[src/rtl/core/owbm_pkg.sv]
package owbm_pkg;

    // Longest transfer in bits; larger counts are clamped to this
    localparam int MAX_BITS = 16;

    typedef enum logic [1:0] {
        CMD_TICK  = 2'd0,
        CMD_RESET = 2'd1,
        CMD_WRITE = 2'd2,
        CMD_READ  = 2'd3
    } cmd_t;

    // Timing register indexes on the write port
    typedef enum logic [2:0] {
        REG_RECOVERY      = 3'd0,
        REG_RESET_LOW     = 3'd1,
        REG_PRESENCE_IVL  = 3'd2,
        REG_WRITE_SLOT    = 3'd3,
        REG_WRITE_START   = 3'd4,
        REG_READ_START    = 3'd5,
        REG_READ_SAMPLE   = 3'd6,
        REG_READ_SLOT     = 3'd7
    } reg_idx_t;

    typedef struct packed {
        logic [1:0]  command;
        logic [4:0]  bit_count;
        logic [15:0] write_data;
        logic        line_in;
    } tick_t;

    typedef struct packed {
        logic        drive_low;
        logic        busy_res;
        logic        done_res;
        logic [15:0] read_data;
        logic [9:0]  presence_count;
    } res_t;

    typedef struct packed {
        logic [9:0] recovery_us;
        logic [9:0] reset_low_us;
        logic [7:0] presence_interval_us;
        logic [7:0] write_slot_us;
        logic [7:0] write_start_us;
        logic [7:0] read_start_us;
        logic [7:0] read_sample_offset_us;
        logic [7:0] read_slot_us;
    } cfg_t;

    // Classified item as held in the queue
    typedef struct packed {
        cmd_t        cmd;
        logic [4:0]  count;
        logic [15:0] wdata;
        logic        line;
    } job_t;

endpackage

[src/rtl/core/one_wire_bus_master.sv]
// Channel  Dir  Handshake                 Payload
// tick     in   tick_valid / tick_ready   tick_data (command, bit_count, write_data, line_in)
// res      out  res_valid  / res_ready    res_data (drive_low, busy_res, done_res,
//                                                   read_data, presence_count)
// cfg      in   cfg_write                 cfg_index (register), cfg_data
//
// One item per cycle while a phase runs and the result register is free; a tick that starts
// a command walks into its first phase and runs one tick of it in ST_BODY, or emits from the
// walk when the command ends on that same tick; each zero-length phase adds an ST_PRE or ST_POST step.
// Reset leaves the bus idle with all timing registers at their defaults; no clearing pass.
// Items queue in front of the sequencer; a full result register stalls the sequencer,
// and a full queue drops tick_ready.
module one_wire_bus_master
    import owbm_pkg::*;
#(
    parameter int QUEUE_DEPTH = 2
)
(
    input  logic       clk,
    input  logic       rst_n,
    input  logic       tick_valid,
    output logic       tick_ready,
    input  tick_t      tick_data,
    output logic       res_valid,
    input  logic       res_ready,
    output res_t       res_data,
    input  logic       cfg_write,
    input  logic [2:0] cfg_index,
    input  logic [9:0] cfg_data
);

    localparam cfg_t CFG_RESET = '{
        recovery_us:           10'd200,
        reset_low_us:          10'd480,
        presence_interval_us:  8'd15,
        write_slot_us:         8'd60,
        write_start_us:        8'd1,
        read_start_us:         8'd1,
        read_sample_offset_us: 8'd10,
        read_slot_us:          8'd15
    };

    cfg_t cfg_reg;
    cfg_t cfg_next;
    logic job_valid;
    job_t job;
    logic job_pop;

    always_comb
    begin
        cfg_next = cfg_reg;
        if (cfg_write)
        begin
            unique case (reg_idx_t'(cfg_index))
                REG_RECOVERY:     cfg_next.recovery_us           = cfg_data;
                REG_RESET_LOW:    cfg_next.reset_low_us          = cfg_data;
                REG_PRESENCE_IVL: cfg_next.presence_interval_us  = cfg_data[7:0];
                REG_WRITE_SLOT:   cfg_next.write_slot_us         = cfg_data[7:0];
                REG_WRITE_START:  cfg_next.write_start_us        = cfg_data[7:0];
                REG_READ_START:   cfg_next.read_start_us         = cfg_data[7:0];
                REG_READ_SAMPLE:  cfg_next.read_sample_offset_us = cfg_data[7:0];
                REG_READ_SLOT:    cfg_next.read_slot_us          = cfg_data[7:0];
                default:          cfg_next = cfg_reg;
            endcase
        end
    end

    always_ff @(posedge clk or negedge rst_n)
    begin
        if (!rst_n)
        begin
            cfg_reg <= CFG_RESET;
        end
        else
        begin
            cfg_reg <= cfg_next;
        end
    end

    owbm_front #(
        .DEPTH (QUEUE_DEPTH)
    ) u_front (
        .clk        (clk),
        .rst_n      (rst_n),
        .tick_valid (tick_valid),
        .tick_ready (tick_ready),
        .tick_data  (tick_data),
        .job_valid  (job_valid),
        .job        (job),
        .job_pop    (job_pop)
    );

    owbm_back u_back (
        .clk       (clk),
        .rst_n     (rst_n),
        .cfg       (cfg_reg),
        .job_valid (job_valid),
        .job       (job),
        .job_pop   (job_pop),
        .res_valid (res_valid),
        .res_ready (res_ready),
        .res_data  (res_data)
    );

endmodule

[src/rtl/core/owbm_front.sv]
module owbm_front
    import owbm_pkg::*;
#(
    parameter int DEPTH = 2
)
(
    input  logic  clk,
    input  logic  rst_n,
    input  logic  tick_valid,
    output logic  tick_ready,
    input  tick_t tick_data,
    output logic  job_valid,
    output job_t  job,
    input  logic  job_pop
);

    localparam int PTR_W = $clog2(DEPTH);
    localparam int CNT_W = $clog2(DEPTH + 1);
    localparam logic [PTR_W-1:0] LAST_PTR = PTR_W'(DEPTH - 1);
    localparam logic [CNT_W-1:0] FULL_CNT = CNT_W'(DEPTH);
    localparam logic [4:0] MAX_COUNT = 5'(MAX_BITS);

    job_t             mem_reg [DEPTH];
    logic [PTR_W-1:0] wr_ptr_reg;
    logic [PTR_W-1:0] wr_ptr_next;
    logic [PTR_W-1:0] rd_ptr_reg;
    logic [PTR_W-1:0] rd_ptr_next;
    logic [CNT_W-1:0] cnt_reg;
    logic [CNT_W-1:0] cnt_next;
    job_t             job_in;
    logic             push;
    logic             pop;

    assign tick_ready = (cnt_reg != FULL_CNT);
    assign job_valid  = (cnt_reg != '0);
    assign job        = mem_reg[rd_ptr_reg];
    assign push       = tick_valid && tick_ready;
    assign pop        = job_pop && job_valid;

    // Classify: decode the command and clamp the bit count
    always_comb
    begin
        job_in.cmd   = cmd_t'(tick_data.command);
        job_in.count = (tick_data.bit_count > MAX_COUNT) ? MAX_COUNT : tick_data.bit_count;
        job_in.wdata = tick_data.write_data;
        job_in.line  = tick_data.line_in;
    end

    always_comb
    begin
        wr_ptr_next = wr_ptr_reg;
        rd_ptr_next = rd_ptr_reg;
        cnt_next    = cnt_reg;
        if (push)
        begin
            wr_ptr_next = (wr_ptr_reg == LAST_PTR) ? '0 : wr_ptr_reg + PTR_W'(1);
        end
        if (pop)
        begin
            rd_ptr_next = (rd_ptr_reg == LAST_PTR) ? '0 : rd_ptr_reg + PTR_W'(1);
        end
        if (push && !pop)
        begin
            cnt_next = cnt_reg + CNT_W'(1);
        end
        else if (pop && !push)
        begin
            cnt_next = cnt_reg - CNT_W'(1);
        end
    end

    always_ff @(posedge clk or negedge rst_n)
    begin
        if (!rst_n)
        begin
            wr_ptr_reg <= '0;
            rd_ptr_reg <= '0;
            cnt_reg    <= '0;
        end
        else
        begin
            wr_ptr_reg <= wr_ptr_next;
            rd_ptr_reg <= rd_ptr_next;
            cnt_reg    <= cnt_next;
        end
    end

    always_ff @(posedge clk)
    begin
        if (push)
        begin
            mem_reg[wr_ptr_reg] <= job_in;
        end
    end

endmodule

[src/rtl/core/owbm_back.sv]
module owbm_back
    import owbm_pkg::*;
(
    input  logic clk,
    input  logic rst_n,
    input  cfg_t cfg,
    input  logic job_valid,
    input  job_t job,
    output logic job_pop,
    output logic res_valid,
    input  logic res_ready,
    output res_t res_data
);

    typedef enum logic [3:0] {
        PH_IDLE     = 4'd0,
        PH_RST_LOW  = 4'd1,
        PH_RST_WAIT = 4'd2,
        PH_REC_W    = 4'd3,
        PH_W_LOW    = 4'd4,
        PH_W_HIGH   = 4'd5,
        PH_REC_R    = 4'd6,
        PH_R_LOW    = 4'd7,
        PH_R_WAIT   = 4'd8,
        PH_R_TAIL   = 4'd9,
        PH_FIN_W    = 4'd10,
        PH_FIN_R    = 4'd11,
        PH_FIN_RST  = 4'd12
    } phase_t;

    typedef enum logic [1:0] {
        ST_HEAD = 2'd0,
        ST_PRE  = 2'd1,
        ST_BODY = 2'd2,
        ST_POST = 2'd3
    } st_t;

    typedef struct packed {
        phase_t      phase;
        phase_t      tgt;
        logic [9:0]  timer;
        logic [7:0]  itimer;
        logic [4:0]  bits_left;
        logic [3:0]  bit_pos;
        logic [15:0] shift;
        logic [15:0] read_res;
        logic [9:0]  low_cnt;
        logic        fin;
        logic        drv;
        logic        settled;
    } eng_t;

    localparam eng_t ENG_RESET = '{
        phase:     PH_IDLE,
        tgt:       PH_IDLE,
        timer:     10'd0,
        itimer:    8'd0,
        bits_left: 5'd0,
        bit_pos:   4'd0,
        shift:     16'd0,
        read_res:  16'd0,
        low_cnt:   10'd0,
        fin:       1'b0,
        drv:       1'b0,
        settled:   1'b0
    };

    function automatic eng_t end_bit(eng_t w, logic reading);
        if (!reading)
        begin
            w.shift = {1'b0, w.shift[15:1]};
        end
        w.bit_pos = w.bit_pos + 4'd1;
        if (w.bits_left != 5'd0)
        begin
            w.bits_left = w.bits_left - 5'd1;
        end
        if (w.bits_left == 5'd0)
        begin
            w.tgt = reading ? PH_FIN_R : PH_FIN_W;
        end
        else
        begin
            w.tgt = reading ? PH_REC_R : PH_REC_W;
        end
        return w;
    endfunction

    // Enter the target phase; a zero-length phase leaves the next target in tgt
    function automatic eng_t go_step(eng_t w, cfg_t c, logic [7:0] ci);
        phase_t     cur;
        logic [9:0] len;
        logic [8:0] sum;
        logic [8:0] tail;
        logic       one;
        logic       stop;
        cur  = w.tgt;
        len  = 10'd0;
        one  = w.shift[0];
        stop = 1'b0;
        sum  = {1'b0, c.read_sample_offset_us} + {1'b0, c.read_start_us};
        tail = {1'b0, c.read_slot_us} - sum;
        unique case (cur) inside
            PH_RST_LOW:
            begin
                len   = c.reset_low_us;
                w.tgt = PH_RST_WAIT;
            end
            PH_RST_WAIT:
            begin
                // Timer holds the ticks left in the window; zero if no full interval fits
                w.itimer = ci;
                if (c.reset_low_us >= {2'b00, ci})
                begin
                    len = c.reset_low_us;
                end
                w.tgt = PH_FIN_RST;
            end
            PH_REC_W:
            begin
                len   = c.recovery_us;
                w.tgt = PH_W_LOW;
            end
            PH_W_LOW:
            begin
                len   = {2'b00, one ? c.write_start_us : c.write_slot_us};
                w.tgt = PH_W_HIGH;
            end
            PH_W_HIGH:
            begin
                if (one && (c.write_slot_us > c.write_start_us))
                begin
                    len = {2'b00, c.write_slot_us - c.write_start_us};
                end
                else
                begin
                    w = end_bit(w, 1'b0);
                end
            end
            PH_REC_R:
            begin
                len   = c.recovery_us;
                w.tgt = PH_R_LOW;
            end
            PH_R_LOW:
            begin
                len   = {2'b00, c.read_start_us};
                w.tgt = PH_R_WAIT;
            end
            PH_R_WAIT:
            begin
                len = (c.read_sample_offset_us > c.read_start_us)
                    ? {2'b00, c.read_sample_offset_us - c.read_start_us} : 10'd1;
                w.tgt = PH_R_TAIL;
            end
            PH_R_TAIL:
            begin
                if ({1'b0, c.read_slot_us} > sum)
                begin
                    len = {1'b0, tail};
                end
                else
                begin
                    w = end_bit(w, 1'b1);
                end
            end
            PH_FIN_R:
            begin
                w.read_res = w.shift;
                w.fin      = 1'b1;
                stop       = 1'b1;
            end
            PH_FIN_W, PH_FIN_RST:
            begin
                w.fin = 1'b1;
                stop  = 1'b1;
            end
            default:
            begin
                stop = 1'b1;
            end
        endcase
        if (stop)
        begin
            w.phase = PH_IDLE;
        end
        else if (len != 10'd0)
        begin
            w.phase = cur;
            w.timer = len;
            stop    = 1'b1;
        end
        w.settled = stop;
        return w;
    endfunction

    st_t        st_reg;
    st_t        st_next;
    eng_t       eng_reg;
    eng_t       eng_next;
    logic       res_valid_reg;
    res_t       res_data_reg;
    logic [7:0] ci;
    logic       go_en;
    logic       body_en;
    logic       pre_go;
    logic       expired;
    logic       emit;
    logic       stall;
    logic       res_free;
    logic [9:0] timer_dec;
    logic [7:0] itimer_dec;

    assign ci       = (cfg.presence_interval_us == 8'd0) ? 8'd1 : cfg.presence_interval_us;
    assign res_free = !res_valid_reg || res_ready;
    assign stall    = emit && !res_free;
    assign job_pop  = emit && !stall;

    assign res_valid = res_valid_reg;
    assign res_data  = res_data_reg;

    always_comb
    begin
        eng_next   = eng_reg;
        st_next    = st_reg;
        go_en      = 1'b0;
        body_en    = 1'b0;
        pre_go     = 1'b0;
        expired    = 1'b0;
        emit       = 1'b0;
        timer_dec  = eng_reg.timer - 10'd1;
        itimer_dec = eng_reg.itimer - 8'd1;

        unique case (st_reg)
            ST_HEAD:
            begin
                if (job_valid)
                begin
                    eng_next.fin = 1'b0;
                    eng_next.drv = 1'b0;
                    if (eng_reg.phase == PH_IDLE)
                    begin
                        if (job.cmd != CMD_TICK)
                        begin
                            eng_next.bit_pos = 4'd0;
                            unique case (job.cmd)
                                CMD_RESET:
                                begin
                                    eng_next.low_cnt = 10'd0;
                                    eng_next.tgt     = PH_RST_LOW;
                                end
                                CMD_WRITE:
                                begin
                                    eng_next.shift     = job.wdata;
                                    eng_next.bits_left = job.count;
                                    eng_next.tgt = (job.count != 5'd0) ? PH_REC_W : PH_FIN_W;
                                end
                                CMD_READ:
                                begin
                                    eng_next.shift     = 16'd0;
                                    eng_next.bits_left = job.count;
                                    eng_next.tgt = (job.count != 5'd0) ? PH_REC_R : PH_FIN_R;
                                end
                                default:
                                begin
                                    eng_next.tgt = PH_IDLE;
                                end
                            endcase
                            go_en  = 1'b1;
                            pre_go = 1'b1;
                        end
                        else
                        begin
                            emit = 1'b1;
                        end
                    end
                    else
                    begin
                        body_en = 1'b1;
                    end
                end
            end
            ST_PRE:
            begin
                go_en  = 1'b1;
                pre_go = 1'b1;
            end
            ST_BODY:
            begin
                body_en = 1'b1;
            end
            ST_POST:
            begin
                go_en = 1'b1;
            end
            default:
            begin
                st_next = ST_HEAD;
            end
        endcase

        // One tick of the settled phase
        if (body_en)
        begin
            eng_next.drv   = eng_reg.phase inside {PH_RST_LOW, PH_W_LOW, PH_R_LOW};
            eng_next.timer = timer_dec;
            if (eng_reg.phase == PH_RST_WAIT)
            begin
                if (itimer_dec == 8'd0)
                begin
                    if (!job.line && (eng_reg.low_cnt != 10'h3FF))
                    begin
                        eng_next.low_cnt = eng_reg.low_cnt + 10'd1;
                    end
                    eng_next.itimer = ci;
                    expired = (timer_dec < {2'b00, ci});
                end
                else
                begin
                    eng_next.itimer = itimer_dec;
                end
            end
            else
            begin
                expired = (timer_dec == 10'd0);
            end

            if (expired)
            begin
                unique case (eng_reg.phase) inside
                    PH_RST_LOW:  eng_next.tgt = PH_RST_WAIT;
                    PH_RST_WAIT: eng_next.tgt = PH_FIN_RST;
                    PH_REC_W:    eng_next.tgt = PH_W_LOW;
                    PH_W_LOW:    eng_next.tgt = PH_W_HIGH;
                    PH_W_HIGH:   eng_next = end_bit(eng_next, 1'b0);
                    PH_REC_R:    eng_next.tgt = PH_R_LOW;
                    PH_R_LOW:    eng_next.tgt = PH_R_WAIT;
                    PH_R_WAIT:
                    begin
                        if (job.line)
                        begin
                            eng_next.shift[eng_reg.bit_pos] = 1'b1;
                        end
                        eng_next.tgt = PH_R_TAIL;
                    end
                    PH_R_TAIL:   eng_next = end_bit(eng_next, 1'b1);
                    default:     eng_next.tgt = PH_IDLE;
                endcase
                go_en = 1'b1;
            end
            else
            begin
                emit = 1'b1;
            end
        end

        // Walk one phase; a zero-length phase continues the walk from ST_PRE or ST_POST
        if (go_en)
        begin
            eng_next = go_step(eng_next, cfg, ci);
            if (eng_next.settled)
            begin
                if (pre_go && (eng_next.phase != PH_IDLE))
                begin
                    st_next = ST_BODY;
                end
                else
                begin
                    emit = 1'b1;
                end
            end
            else
            begin
                st_next = pre_go ? ST_PRE : ST_POST;
            end
        end

        if (emit)
        begin
            st_next = ST_HEAD;
        end
    end

    always_ff @(posedge clk or negedge rst_n)
    begin
        if (!rst_n)
        begin
            st_reg        <= ST_HEAD;
            eng_reg       <= ENG_RESET;
            res_valid_reg <= 1'b0;
        end
        else
        begin
            if (!stall)
            begin
                st_reg  <= st_next;
                eng_reg <= eng_next;
            end
            if (emit && !stall)
            begin
                res_valid_reg <= 1'b1;
            end
            else if (res_ready)
            begin
                res_valid_reg <= 1'b0;
            end
        end
    end

    always_ff @(posedge clk)
    begin
        if (emit && !stall)
        begin
            res_data_reg.drive_low      <= eng_next.drv;
            res_data_reg.busy_res       <= (eng_next.phase != PH_IDLE);
            res_data_reg.done_res       <= eng_next.fin;
            res_data_reg.read_data      <= eng_next.read_res;
            res_data_reg.presence_count <= eng_next.low_cnt;
        end
    end

`ifndef SYNTH
    // The item stays at the queue head until its result is produced
    a_head_held: assert property (@(posedge clk) disable iff (!rst_n)
        (st_reg != ST_HEAD) |-> job_valid)
        else $error("item left the queue while still in progress");

    a_timer_live: assert property (@(posedge clk) disable iff (!rst_n)
        ((eng_reg.phase != PH_IDLE) && (st_reg != ST_POST)) |-> (eng_reg.timer != 10'd0))
        else $error("active phase with expired timer");

    a_interval_live: assert property (@(posedge clk) disable iff (!rst_n)
        (eng_reg.phase == PH_RST_WAIT) |-> (eng_reg.itimer != 8'd0))
        else $error("presence interval timer at zero");

    a_done_idle: assert property (@(posedge clk) disable iff (!rst_n)
        (res_valid_reg && res_data_reg.done_res) |-> !res_data_reg.busy_res)
        else $error("finished command still reported busy");

    a_bits_bound: assert property (@(posedge clk) disable iff (!rst_n)
        eng_reg.bits_left <= 5'(MAX_BITS))
        else $error("bit counter beyond transfer limit");
`endif

endmodule

[config.mk]
export PLATFORM = sky130hd
export DESIGN_NAME = one_wire_bus_master
export DESIGN_NICKNAME = d
export VERILOG_FILES = /design/src/rtl/core/owbm_pkg.sv /design/src/rtl/core/one_wire_bus_master.sv /design/src/rtl/core/owbm_front.sv /design/src/rtl/core/owbm_back.sv
export SDC_FILE = /design/constraint.sdc
export NUM_CORES = 1
export LEC_CHECK = 0
export ABC_AREA = 1
export ABC_CLOCK_PERIOD_IN_PS = 11250
export BUFFER_PORTS_ARGS = -buffer_cell sky130_fd_sc_hd__buf_2
export CORE_UTILIZATION = 44
export CTS_BUF_LIST = sky130_fd_sc_hd__clkbuf_16
export DETAILED_ROUTE_END_ITERATION = 8
export MAX_ROUTING_LAYER = met4
export PLACE_DENSITY = 0.66
export SLEW_MARGIN = 20
export SYNTH_ARGS = -nofsm -noshare
export SYNTH_HDL_FRONTEND = slang
export SYNTH_SLANG_ARGS = --single-unit
[constraint.sdc]
create_clock -name clk -period 11.25 [get_ports clk]
set_input_delay 1.6875 -clock clk [delete_from_list [all_inputs] [get_ports clk]]
set_output_delay 1.6875 -clock clk [all_outputs]
set_load 0.02 [all_outputs]
==> results.json <==
{
  "status": "complete, no violations",
  "drtPass1Iterations": 7,
  "path_clk_slew_ns": 0.06,
  "hold-path-cell-count": 2,
  "reg2reg_slack_ns": 4.77,
  "synth_area_per_cell_um2": 7.57,
  "layout-drive-gt1-share_pct": 10.8,
  "ys_ff_latch": 231,
  "synth-seq-area-share_pct": 42.2,
  "post-route-period-util_pct": 57.6,
  "syn_area_mm2": 0.0147,
  "die_w_um": 185,
  "dp_cells": 2408,
  "die_height_um": 185,
  "largest_reg_flops": 79,
  "drt_wl_total_um": 39400,
  "syn-num-nets": 2045,
  "grt_antenna_before_repair": 1,
  "min_period_ns": 6.48,
  "fmax_ghz": 0.154,
  "hold_viol_final": 0,
  "ys_warn_count": 0,
  "rsz0062_at_grt": "no",
  "p_per_area_mw_per_mm2": 304,
  "num-nets-final": 2100,
  "critPathCaptureType": "flip-flop",
  "ant_nets": 0,
  "worstHoldStart": "u_back.eng_reg[52]",
  "clock_skew_ns": 0.0240,
  "arrival_ns": 6.94,
  "cap_violations": 0,
  "setup_viol_count_final": 0,
  "routed-via-count": 12900,
  "finalSetupTns_ns": 0,
  "overflow": 0,
  "reg2reg_depth": 34,
  "ios": 73,
  "synth_cell_types": 56,
  "drc": 0,
  "grt_max_degree": 86,
  "cp_max_fo": 70,
  "synthArstFlopShare_pct": 66.7,
  "wl_per_cell_um": 16.0,
  "cts_buffers": 27,
  "synthToLayoutAreaGrowth_pct": 10.8,
  "final.setup.worst_slack_ns": 4.77,
  "start_kind": "flip-flop",
  "worst_slew_pin_slew_ns": 1.07,
  "post-place-ws_ns": 4.88,
  "grt_pass1_wl_um": 63200,
  "max_stage_delay_ns": 0.68,
  "synth_ff_type": "dfrtp_1",
  "cts_resized": 0,
  "grt_pass1_vias": 12000,
  "routabilityCongestion": 0.968,
  "core_mm2": 0.0327,
  "critPathSlowestCell": "buf_4",
  "syn_inst": 1940,
  "dieArea_mm2": 0.0341,
  "r2r-end": "u_back.eng_reg[67]",
  "first_iter_violations": 915,
  "maxSlewHeadroom_pct": 27.0,
  "p_leak_nw": 7.54,
  "cts-htree-levels": 1,
  "clkLatencyLatePin_ns": 0.55,
  "cts_tree": "yes",
  "path_delay_family": "simple AND/OR/NAND/NOR gates",
  "critPathBufInv": 8,
  "worstReg2RegStart": "u_back.eng_reg[62]",
  "cts_hold_buf": 0,
  "initial_core_util_pct": 44.9,
  "cp.required_ns": 11.70,
  "row_count": 66,
  "final_max_slew_viol_count": 0,
  "critPathKind": "flip-flop to flip-flop",
  "clockBufferDepth": 3,
  "cts-root-buf": "clkbuf_16",
  "postCtsSetupRepairBufs": 0,
  "worstHoldPathType": "flip-flop to flip-flop",
  "synth_edf_count": 77,
  "place_hpwl_um": 29600,
  "fillers": 3247,
  "cts_num_sinks": 231,
  "min_to": "u_back.eng_reg[52]",
  "ir_drop_mv": 0.141,
  "io_buffers": 72,
  "crit_top_cell": "nand2_1",
  "fin_cells": 2459,
  "via_per_inst": 5.23,
  "grt_use_total_pct": 24.3
}
## where the power goes
part           internal (mW)  leakage, nW  switching (mW)
registers               1.19         2.67           0.141
logic                  0.838         4.44            1.93
clock network          0.484        0.433           0.359
total                   2.51         7.54            2.43
## Yosys cell counts, drive strengths merged (9+ instances only)
cell	instances	area, um2
edfxtp	77	2310
dfstp	23	604
dfrtp	131	3280
o22ai	25	156
xor2	33	289
inv	287	1080
o21ai	268	1380
clkbuf	31	116
a31oi	11	68.8
nor2	189	744
a21oi	53	284
ha	59	738
nand3	80	450
nor4	9	56.3
o32ai	9	78.8
nand4	22	138
buf	26	183
o211ai	13	97.6
nand2	508	1950
nor3	24	120
## metrics by stage
stage	util [%]	area, um2	power (mW)	hold WS [ns]
detailed placement	47.1	15400	4.08	0.459
global route	49.7	16300	5.36	0.497
floorplan	-	14700	3.40	0.442
CTS	49.7	16300	4.95	0.473
finish	49.7	16300	4.94	0.474
global placement	47.1	15400	4.05	0.454
## routing by layer
metal | up-vias | wire, um | GRT usage, %
li1 | 6480 | - | -
met1 | 5962 | 18600 | 33.4
met2 | 345 | 17600 | 37.1
met3 | 80 | 1930 | 2.92
met4 | 0 | 1270 | 7.90
met5 | - | 0 | -
## worst max path at each step
| stage | startpoint | endpoint | slack, ns | cells after the start |
|---|---|---|---|---|
| global placement | u_front.rd_ptr_reg | u_back.eng_reg[67] | 5.14 | 33 |
| global route | u_back.eng_reg[62] | u_back.eng_reg[10] | 4.02 | 32 |
| CTS | u_back.eng_reg[62] | u_back.eng_reg[67] | 4.86 | 34 |
| finish | u_back.eng_reg[62] | u_back.eng_reg[67] | 4.77 | 34 |
| detailed placement | u_back.eng_reg[62] | u_back.eng_reg[67] | 4.88 | 34 |
| floorplan | cfg_reg[18] | u_back.res_data[0] | 5.89 | 28 |
## placed cells by master, fill, tap and decap left out, types with 14 or more instances in the layout
cell type,instances
a21oi_1,50
buf_2,71
clkbuf_16,27
dfrtp_1,131
dfstp_2,23
edfxtp_1,77
ha_1,59
inv_1,274
inv_2,15
nand2_1,493
nand3_1,73
nand4_1,22
nor2_1,174
nor2_2,14
nor3_1,23
o21ai_0,186
o21ai_1,74
o22ai_1,25
xor2_1,33
## area by class of cell
| cell class | instances | area [um2] | share of cell area, % |
|---|---|---|---|
| flip-flops and latches | 231 | 6190 | 38.1 |
| multi-input cells | 1364 | 7130 | 43.8 |
| well taps | 442 | 553 | 3.40 |
| clock inverters | 23 | 176 | 1.08 |
| repair buffers | 83 | 449 | 2.76 |
| clock buffers | 27 | 676 | 4.15 |
| diodes | 1 | 2.50 | 0.0154 |
| inverters | 288 | 1090 | 6.68 |
## kinds of logic after synthesis
group	Yosys count	synth area share, %
xor gates and xnor gates	40	2.39
adders and majority gates	63	5.57
muxes	8	0.545
buffers and inverters	345	9.43
AOI/OAI and AO/OA	409	15.7
DFF	231	42.2
and+or+nand+nor	844	24.2
## worst reg2reg max path, delay by kind of cell, from the launching register on
| kind | cells | cell delay [ns] |
|---|---|---|
| AND/OR/NAND/NOR | 19 | 2.96 |
| flip-flops | 1 | 0.41 |
| buffers and inverters | 8 | 1.75 |
| XOR/XNOR | 1 | 0.17 |
| AO/OA/AOI/OAI | 4 | 0.58 |
| adder cells (fa/ha/maj) | 2 | 0.54 |
Power figures use the tool's default switching activity.
